--- src/rtl/sem_pkg.sv ---
// ----------------------------------------------------------------------------
// sem_pkg
// Shared types and constants for the 3x3 Sobel gradient magnitude block.
// ----------------------------------------------------------------------------
package sem_pkg;

    localparam int PIX_W         = 8;
    localparam int ENERGY_W      = 21;   // gx^2 + gy^2 <= 2 * 1020^2
    localparam int DIM_W         = 12;
    localparam int CFG_IDX_W     = 2;
    localparam int DEF_MAX_WIDTH = 2048;

    typedef logic [PIX_W-1:0]     t_pix;
    typedef logic [ENERGY_W-1:0]  t_energy;
    typedef logic [DIM_W-1:0]     t_dim;
    typedef logic [CFG_IDX_W-1:0] t_cfg_idx;

    localparam t_cfg_idx CFG_IMAGE_WIDTH  = 2'd0;
    localparam t_cfg_idx CFG_IMAGE_HEIGHT = 2'd1;

    localparam t_dim WIDTH_RST  = 12'd640;
    localparam t_dim HEIGHT_RST = 12'd480;
    localparam t_dim DIM_MIN    = 12'd3;

    localparam t_pix MAG_SAT = 8'hFF;

endpackage

--- src/rtl/sem_isqrt.sv ---
// ----------------------------------------------------------------------------
// sem_isqrt
// Iterative integer square root, one result bit per cycle, saturated to 255.
// ----------------------------------------------------------------------------
module sem_isqrt
    import sem_pkg::*;
(
    input  logic    i_clk,
    input  logic    i_rst_n,
    input  logic    i_start,
    input  t_energy i_energy,
    output logic    o_done,
    output t_pix    o_root
);

    logic                 r_busy;
    logic                 r_done;
    logic                 r_sat;
    logic [2:0]           r_bit;
    t_pix                 r_root;
    logic [2*PIX_W-1:0]   r_val;

    t_pix                 trial;
    logic [2*PIX_W-1:0]   trial_sq;

    assign trial    = r_root | (t_pix'(1) << r_bit);
    assign trial_sq = {{PIX_W{1'b0}}, trial} * {{PIX_W{1'b0}}, trial};

    always_ff @(posedge i_clk) begin
        if (!i_rst_n) begin
            r_busy <= 1'b0;
            r_done <= 1'b0;
        end else begin
            r_done <= 1'b0;
            if (i_start) begin
                r_busy <= 1'b1;
            end else if (r_busy && r_bit == 3'd0) begin
                r_busy <= 1'b0;
                r_done <= 1'b1;
            end
        end
    end

    always_ff @(posedge i_clk) begin
        if (i_start) begin
            r_sat  <= |i_energy[ENERGY_W-1:2*PIX_W];
            r_val  <= i_energy[2*PIX_W-1:0];
            r_root <= '0;
            r_bit  <= 3'd7;
        end else if (r_busy) begin
            if (trial_sq <= r_val) begin
                r_root <= trial;
            end
            r_bit <= r_bit - 3'd1;
        end
    end

    assign o_done = r_done;
    assign o_root = r_sat ? MAG_SAT : r_root;

    a_start_idle: assert property (@(posedge i_clk) disable iff (!i_rst_n)
        i_start |-> !r_busy)
        else $error("root unit restarted while busy");

    a_done_after_last_bit: assert property (@(posedge i_clk) disable iff (!i_rst_n)
        $rose(o_done) |-> $past(r_busy) && $past(r_bit) == 3'd0)
        else $error("root done without finishing all bits");

    a_done_not_busy: assert property (@(posedge i_clk) disable iff (!i_rst_n)
        o_done |-> !r_busy)
        else $error("root unit busy and done together");

endmodule

--- config.mk ---
export PLATFORM = sky130hd
export DESIGN_NAME = sem_isqrt
export DESIGN_NICKNAME = d
export VERILOG_FILES = /design/src/rtl/sem_pkg.sv /design/src/rtl/sem_isqrt.sv
export SDC_FILE = /design/constraint.sdc
export NUM_CORES = 1
export LEC_CHECK = 0
export BUFFER_PORTS_ARGS = -buffer_cell sky130_fd_sc_hd__buf_4
export CAP_MARGIN = 10
export CORE_ASPECT_RATIO = 1.75
export CORE_MARGIN = 5
export CORE_UTILIZATION = 45
export CTS_CLUSTER_SIZE = 12
export DETAILED_ROUTE_END_ITERATION = 12
export GPL_ROUTABILITY_DRIVEN = 0
export PLACE_DENSITY_LB_ADDON = 0.08
export SLEW_MARGIN = 40
export SYNTH_ARGS = -nofsm -noshare
export SYNTH_HDL_FRONTEND = slang
export SYNTH_SLANG_ARGS = --single-unit
--- constraint.sdc ---
create_clock -name i_clk -period 12.61 [get_ports i_clk]
set_input_delay 0.6305 -clock i_clk [delete_from_list [all_inputs] [get_ports i_clk]]
set_output_delay 0.6305 -clock i_clk [all_outputs]
set_load 0.02 [all_outputs]
Yosys cells after proc, flatten, opt, wreduce, memory -nomap -nowiden
Cells that the tools add are included.
{ "op_classes": {"add_sub_neg": 1, "mul": 1, "order_cmp": 1, "n_shift": 1, "mux": 4, "bitwise_logic": 2, "reduce_logical": 6} }
{ "op_table": {"columns": ["operator", "count"], "rows": [
  ["$le 16x16->1", 1],
  ["$mul 8x8->16", 1],
  ["$mux 8", 1],
  ["$or 8x8->8", 1],
  ["$shl 1x3->8 const A", 1],
  ["$reduce_or 5->1", 1],
  ["$logic_not 3->1", 1],
  ["$mux 1", 3],
  ["$sub 3x1->3 const B", 1],
  ["$reduce_and 2->1", 1],
  ["$reduce_bool 2->1", 1],
  ["$reduce_or 2->1", 1],
  ["$logic_and 1x1->1", 1],
  ["$not 1->1", 1]
]} }
{ "word_totals": {"register_bits": 30, "input_bits": 24, "output_inout_bits": 9, "elab_cells": 22} }

Logic depth before layout (Yosys ltp)
Gate-level depths: netlist (run 1).
{ "depth": {"ltp_word": 5, "ltp_mapped": 25, "ltp_nobuf": 25} }

Worst setup path before layout (run 1)
No wires, ideal clock.
{ "synth_path": {"path_kind": "reg-to-reg", "startpoint": "register r_bit[0]", "endpoint": "register r_root[1]", "setup_time_ps": 114, "t_arrival_ps": 6143, "required_ps": 12496, "setup_slack_ps": 6353, "stages_incl_launch_ff": 24, "n_path_buf": 1, "period_less_slack_ps": 6257, "path_cell_list": "dfxtp_1 -> inv_1 -> ha_1 -> a21oi_1 -> clkbuf_1 -> or2_2 -> inv_1 -> fa_1 -> fa_1 -> inv_1 -> fa_1 -> fa_1 -> inv_1 -> ha_1 -> or3_1 -> o221a_1 -> or4_1 -> o311ai_1 -> ha_1 -> nand4_1 -> nor2_1 -> a221oi_1 -> a21oi_1 -> a2111oi_0"} }
{ "synth_via": {"elab_chain_cells": 5} }
{ "synth_lines": {"columns": ["element", "line_no", "rtl"], "rows": [
  ["from (decl)", "sem_isqrt.sv:19", "logic [2:0] r_bit;"],
  ["from (signal assigned)", "sem_isqrt.sv:54", "r_bit <= r_bit - 3'd1;"],
  ["$shl 1x3->8 *", "sem_isqrt.sv:26", "assign trial = r_root | (t_pix'(1) << r_bit);"],
  ["$or 8x8->8 *", "sem_isqrt.sv:26", null],
  ["$mul 8x8->16", "sem_isqrt.sv:27", "assign trial_sq = {{PIX_W{1'b0}}, trial} * {{PIX_W{1'b0}}, trial};"],
  ["$le 16x16->1", "sem_isqrt.sv:51", "if (trial_sq <= r_val) begin"],
  ["$reduce_and 2->1 (no source line)", null, null],
  ["to (signal assigned)", "sem_isqrt.sv:52", "r_root <= trial;"],
  ["to (decl)", "sem_isqrt.sv:20", "t_pix r_root;"]
]} }
Every way passes the cells marked *; elsewhere a longest branch is shown, timed or not.
A chain may end at the register's enable or synchronous reset.

Final worst setup path (run 1)
{ "layout_path": {"startpoint": "register r_bit[2]", "endpoint": "register r_root[7]"} }
The elaborated chain is that of the path after synthesis.

==> results of run 1 <==
-- layout make-up --
class	count	area, um2	area share
multi-input cells	243	2115	0.5770
flip-flops and latches	30	770.7	0.2103
inverters	73	274.0	0.07477
repair buffers	35	262.8	0.07170
clock buffers	6	128.9	0.03517
well taps	84	105.1	0.02868
clock inverters	2	8.758	0.002390
-- cells by family (layout without fill, tap and decap cells) --
logic type / count (synthesis) / in the layout / synth area share
fa+ha+maj: 73 / 73 / 0.3455
flops: 30 / 30 / 0.2419
buf+inv: 80 / 116 / 0.09697
simple gates: 95 / 95 / 0.1488
xor+xnor: 14 / 14 / 0.03848
compound gates: 61 / 61 / 0.1284
-- metal layers --
| layer | up-vias | wire length, um |
|---|---|---|
| met5 | - | 0 |
| met4 | 0 | 117 |
| met3 | 8 | 160 |
| met2 | 31 | 3976 |
| met1 | 1189 | 2507 |
| li1 | 1242 | - |
-- critical path, delay by kind of cell, from the launching register on --
kind,cells,cell delay (ps)
AO/OA/AOI/OAI,6,1860
adder cells (fa/ha/maj),6,2610
buffers and inverters,5,550
AND/OR/NAND/NOR,5,1230
flip-flops,1,510
-- registers in the layout (all words and copies together), names as in the netlist --
| signal | flops |
|---|---|
| o_done | 1 |
| r_val | 16 |
| r_sat | 1 |
| r_root | 8 |
| r_busy | 1 |
| r_bit | 3 |
-- power by group through the flow --
stage          clock network, uW  logic [uW]  registers [uW]
2_1_floorplan                  0        38.6             114
3_3_place_gp                   0        56.6             116
3_5_place_dp                   0        57.9             116
4_1_cts                      114        58.3             114
5_1_grt                      117        64.3             115
6_report                     110        57.1             114
-- cell usage after synthesis, types with 2 or more instances --
cell       number  area share
a211oi_1        4      0.0094
dfxtp_1        13       0.082
or3_1           3      0.0059
edfxtp_1       17        0.16
xor2_1          2      0.0055
nand4_1         4      0.0079
fa_1           25        0.16
o21ai_0         8       0.013
o21a_1          3      0.0071
or2_2          13       0.026
nor2_1         40       0.047
o21bai_1        3      0.0071
xnor2_1        12       0.033
nor4_1          2      0.0039
nand2_1         9       0.011
a21oi_1        22       0.035
nor3_1          6      0.0094
nand2b_1        6       0.012
nor2b_1         3      0.0059
clkbuf_1        5      0.0059
and3_1          2      0.0039
ha_1           48        0.19
a2111oi_0       7       0.019
a21o_1          3      0.0071
inv_1          73       0.086
-- worst paths after layout --
path / slack (ps) / end / from / depth (start not counted)
worst max-delay path: 5720 / r_root[7] / r_bit[2] / 22
worst min-delay path: 500 / r_root[0] / r_root[0] / 2
worst max register to register: 5720 / r_root[7] / r_bit[2] / 22
worst min register to register: 500 / r_root[0] / r_root[0] / 2
-- metrics by stage --
step	instances	area (um2)	hold WS, ps	setup WS, ps	power (uW)
floorplan	353	3187	462.4	6353	152.7
global placement	465	3520	485.2	5734	172.2
detailed placement	465	3527	494.5	5646	173.7
CTS	473	3665	502.1	5626	285.9
global route	473	3665	521.7	5234	296.1
finish	473	3665	499.9	5725	281.4
==> flow_summary.yaml, run 1 <==
outcome:
  status: "finished, final reports clean"
sta:
  fmax_ghz: 0.1452
  setup_viol: 0
  hold_viol_final: 0
  worst_pin_slew_ps: 625.0
  fin_tns_setup_ps: 0
  period_needed_ps: 6885
  drv_slew: 0
  grt_setup_unrepaired: "false"
  fin_skew_ps: 6.735
  fin_crit_sh: 0.5460
  slew_headroom: 0.5834
global_routing:
  grt_max_degree: 31
  met1_usage: 0.1628
  use_met3: 0.02073
  antenna_found_initial: 0
  top_usage_layer: "met2"
  overflow: 0
  use_met2: 0.3228
  globalRouteTotalUtil: 0.1621
  grt_pass1_wl_um: 11320
  grt_pass1_vias: 2573
worst_setup_path:
  worstPathRequired_ps: 12760
  critPathMostFrequentCell: "inv_1"
  end_kind: "flip-flop"
  critical_path.cell_chain: "inv_1 > a21oi_1 > inv_1 > nand2_1 > inv_1 > fa_1 > fa_1 > inv_1 > fa_1 > fa_1 > inv_1 > ha_1 > or3_1 > o221a_1 > or4_1 > o311ai_1 > ha_1 > nand4_1 > nor2_1 > a221oi_1 > a21oi_1 > a2111oi_0"
  max_stage_delay_ps: 550
  path_class: "flip-flop to flip-flop"
  slowest_stage: "fa_1"
  arrival_ps: 7030
  worstPathMaxFanout: 8
  setup.worst_path.start_class: "flip-flop"
min_path:
  hold_path.class: "flip-flop to flip-flop"
yosys:
  ys_ff_latch: 30
  synth_fp_nets: 450
  yosysWarnings: 0
  synth-main-ff-cell: "edfxtp_1"
  synth_area_um2: 3187
  synth_cell_types: 45
  synth-edff-count: 17
  ys_seq_area_frac: 0.2419
  synth_area_per_cell_um2: 9.028
  synthCells: 353
  synthArstFlopShare: 0
pwr:
  cell_internal_pwr_uw: 207.1
  vdd_drop_max_uv: 135.6
  combPwrFrac: 0.203
  p_sw_frac: 0.2641
  p_seq_frac: 0.405
  netSwitchingPower_uw: 74.32
  powerDensity_nw_per_um2: 76.79
  p_leak_uw: 0.001833
  clockPowerShare: 0.392
route:
  first_iter_violations: 58
  wl_per_cell_um: 14.30
  first_pass_iters: 4
  routed_wl_um: 6762
  vias_per_cell: 5.222
  postRouteAntennaNets: 0
  drc: 0
  num_vias: 2470
clock_network:
  clk_latency_ps: 280
  cts_root_buf: "clkbuf_16"
  cts_resized: 0
  cts_num_sinks: 30
  numCtsBuffers: 5
  clk_path_buf_depth: 2
  cts_hold_buf: 0
  post_cts_buffers: 0
  clkTransAtPathRegs_ps: 50
  htreeDepth: 2
  cts_tree: "done"
cells_and_area:
  synthToLayoutAreaGrowth_pct: 15.00
  drive_gt1_frac: 0.1491
  layout_commonest_cell: "inv_1"
  fillCellCount: 674
  layout_common_cells: "inv_1 (73), ha_1 (48), nor2_1 (40)"
  n_antenna_cell: 0
  nets: 485
  final_core_util: 0.5306
die:
  row_count: 40
  die-width_um: 73.62
  io_pins: 33
  die_area_um2: 8931
  core_region_area_um2: 6907
  initial_utilization: 0.4614
  die_y_um: 121.3
job:
  cap_violations: 0
place:
  post-dp-hpwl_um: 5706
  io_buffers: 32
(Power assumes the default switching activity.)
==> inputs of run 2 (changes only) <==
ABC_AREA = 1   (was unset)
clock period = 7.14 ns   (was 12.61 ns; I/O delays follow)
==> run 2 against run 1 <==
  * Clock power up 76%
  * Synthesized cell count grew 17%
  * Combinational power up 93%
  * Sequential share of layout area down 0.62 points
  * Critical path depth is 8 higher
  * Power grew 79%
  * Core utilization shrank 0.48 points
  * Clock-buffer cell count rose by 2
  * Non-clock buffer count down 3
  * Sequential power grew 74%
==> flow_summary.yaml, run 2 <==
outcome:
  status: "finished, final reports clean"
min_path:
  hold_path.class: "input port to flip-flop"
  hold_depth: 1
die:
  die_area_um2: 9206
  die-width_um: 74.71
  row_count: 41
  initial_utilization: 0.4591
  io_pins: 33
  die_y_um: 123.2
  core_region_area_um2: 7182
route:
  routed_wl_um: 6815
  first_pass_iters: 4
  wl_per_cell_um: 12.67
  first_iter_violations: 120
  num_vias: 2585
  drc: 0
  vias_per_cell: 4.805
  postRouteAntennaNets: 0
worst_setup_path:
  slowest_stage: "fa_1"
  critPathMostFrequentCell: "nand2_1"
  setup.worst_path.start_class: "flip-flop"
  arrival_ps: 6060
  max_stage_delay_ps: 560
  path_class: "flip-flop to flip-flop"
  worstPathMaxFanout: 8
  worstPathRequired_ps: 7350
  end_kind: "flip-flop"
  reg2reg_depth: 30
clock_network:
  numCtsBuffers: 5
  clk_path_buf_depth: 2
  cts_num_sinks: 30
  cts_tree: "done"
  cts_resized: 0
  htreeDepth: 2
  clk_latency_ps: 280
  cts_hold_buf: 0
  post_cts_buffers: 0
  cts_root_buf: "clkbuf_16"
  clkTransAtPathRegs_ps: 50
cells_and_area:
  synthToLayoutAreaGrowth_pct: 14.54
  final_core_util: 0.5258
  largest_reg_flops: 16
  nets: 548
  layout_commonest_cell: "inv_1"
  n_antenna_cell: 0
  top_regs: "r_val x16, r_root x8, r_bit x3"
  layout_common_cells: "inv_1 (108), nand2_1 (92), ha_1 (48)"
  largest_register: "r_val"
  drive_gt1_frac: 0.1305
job:
  cap_violations: 0
place:
  io_buffers: 32
  post-dp-hpwl_um: 5887
sta:
  fin_crit_sh: 0.8191
  drv_slew: 0
  hold_slack_ps: 256.8
  period_needed_ps: 5848
  grt_setup_unrepaired: "false"
  fin_skew_ps: 7.241
  fmax_ghz: 0.1710
  hold_viol_final: 0
  setup_viol: 0
  worst_pin_slew_ps: 510.6
  slew_headroom: 0.6588
  fin_tns_setup_ps: 0
yosys:
  synth.most_common_cell: "inv_1"
  synthCells: 413
  synth_cell_types: 29
  synth_fp_nets: 510
  ys_seq_area_frac: 0.2338
  ys_ff_latch: 30
  synth-main-ff-cell: "edfxtp_1"
  synthArstFlopShare: 0
  yosysWarnings: 0
  synth_top_cell_area_share: 0.1822
  synth-edff-count: 17
  synth_top_area_cell: "ha_1"
  synth_area_per_cell_um2: 7.983
  synth_area_leaders: "ha_1 (18%), edfxtp_1 (15%), fa_1 (15%), inv_1 (12%), nand2_1 (10%)"
  ys_top_cells_by_count: "inv_1 (108), nand2_1 (92), ha_1 (48)"
  synth_area_um2: 3297
global_routing:
  globalRouteTotalUtil: 0.1708
  antenna_found_initial: 0
  grt_pass1_wl_um: 11910
  overflow: 0
  grt_max_degree: 22
  grt_pass1_vias: 2799
pwr:
  vdd_drop_max_uv: 266.5
  cell_internal_pwr_uw: 365.7
  p_leak_uw: 0.002143
  clockPowerShare: 0.386
  powerDensity_nw_per_um2: 133.1
  p_seq_frac: 0.395
  netSwitchingPower_uw: 136.7
  combPwrFrac: 0.219
  p_sw_frac: 0.2721
[run 2: final cells by class]
class	count	area [um2]
flip-flops and latches	30	770.7
multi-input cells	268	2093
inverters	114	427.9
fillers	725	3406
well taps	86	107.6
clock buffers	8	136.4
repair buffers	32	240.2
[run 2: kinds of logic after synthesis]
kind of cell,Yosys count,synth area share
AO/OA/AOI/OAI,46,0.08995
buffers and inverters,115,0.1313
flip-flops,30,0.2338
XOR/XNOR,16,0.04251
adder cells (fa/ha/maj),73,0.3340
AND/OR/NAND/NOR,133,0.1685
[run 2: power by group through the flow]
stage          Combinational [uW]  Sequential, uW  Clock [uW]
2_1_floorplan                76.1             201           0
3_3_place_gp                  111             201           0
3_5_place_dp                  111             201           0
4_1_cts                       112             198         202
5_1_grt                       126             199         211
6_report                      110             198         194
[run 2: worst max-delay path, delay by kind of cell, from the launching register on]
family,cells,cell delay [ps]
adders and majority gates,7,3000
and+or+nand+nor,11,950
AOI/OAI and AO/OA,4,710
buffers and inverters,7,570
DFF,1,350
xor gates and xnor gates,1,160
[run 2: final timing paths]
kind,slack [ps],start,endpoint
setup reg to reg,1290,r_bit[0],r_root[4]
hold reg to reg,460,r_root[0],r_root[0]
hold / removal,260,i_energy[2],r_val[2]
setup / recovery,1290,r_bit[0],r_root[4]
[run 2: through the flow]
stage / setup slack (ps) / cells / area (um2) / total power, uW
after CTS: 1267 / 538 / 3776 / 512.5
after floorplan: 1859 / 413 / 3297 / 276.6
final: 1292 / 538 / 3776 / 502.5
after global placement: 1322 / 530 / 3640 / 311.9
after detailed placement: 1302 / 530 / 3640 / 312.7
after global routing: 808.2 / 538 / 3776 / 536.6
[run 2: per-layer routing]
metal  part of all wire  up-vias  GRT usage
li1                   -     1329          -
met1               0.36     1195     0.1708
met2               0.58       39     0.3216
met3              0.023       22    0.02360
met4              0.040        0    0.09800
met5                  0        -          0
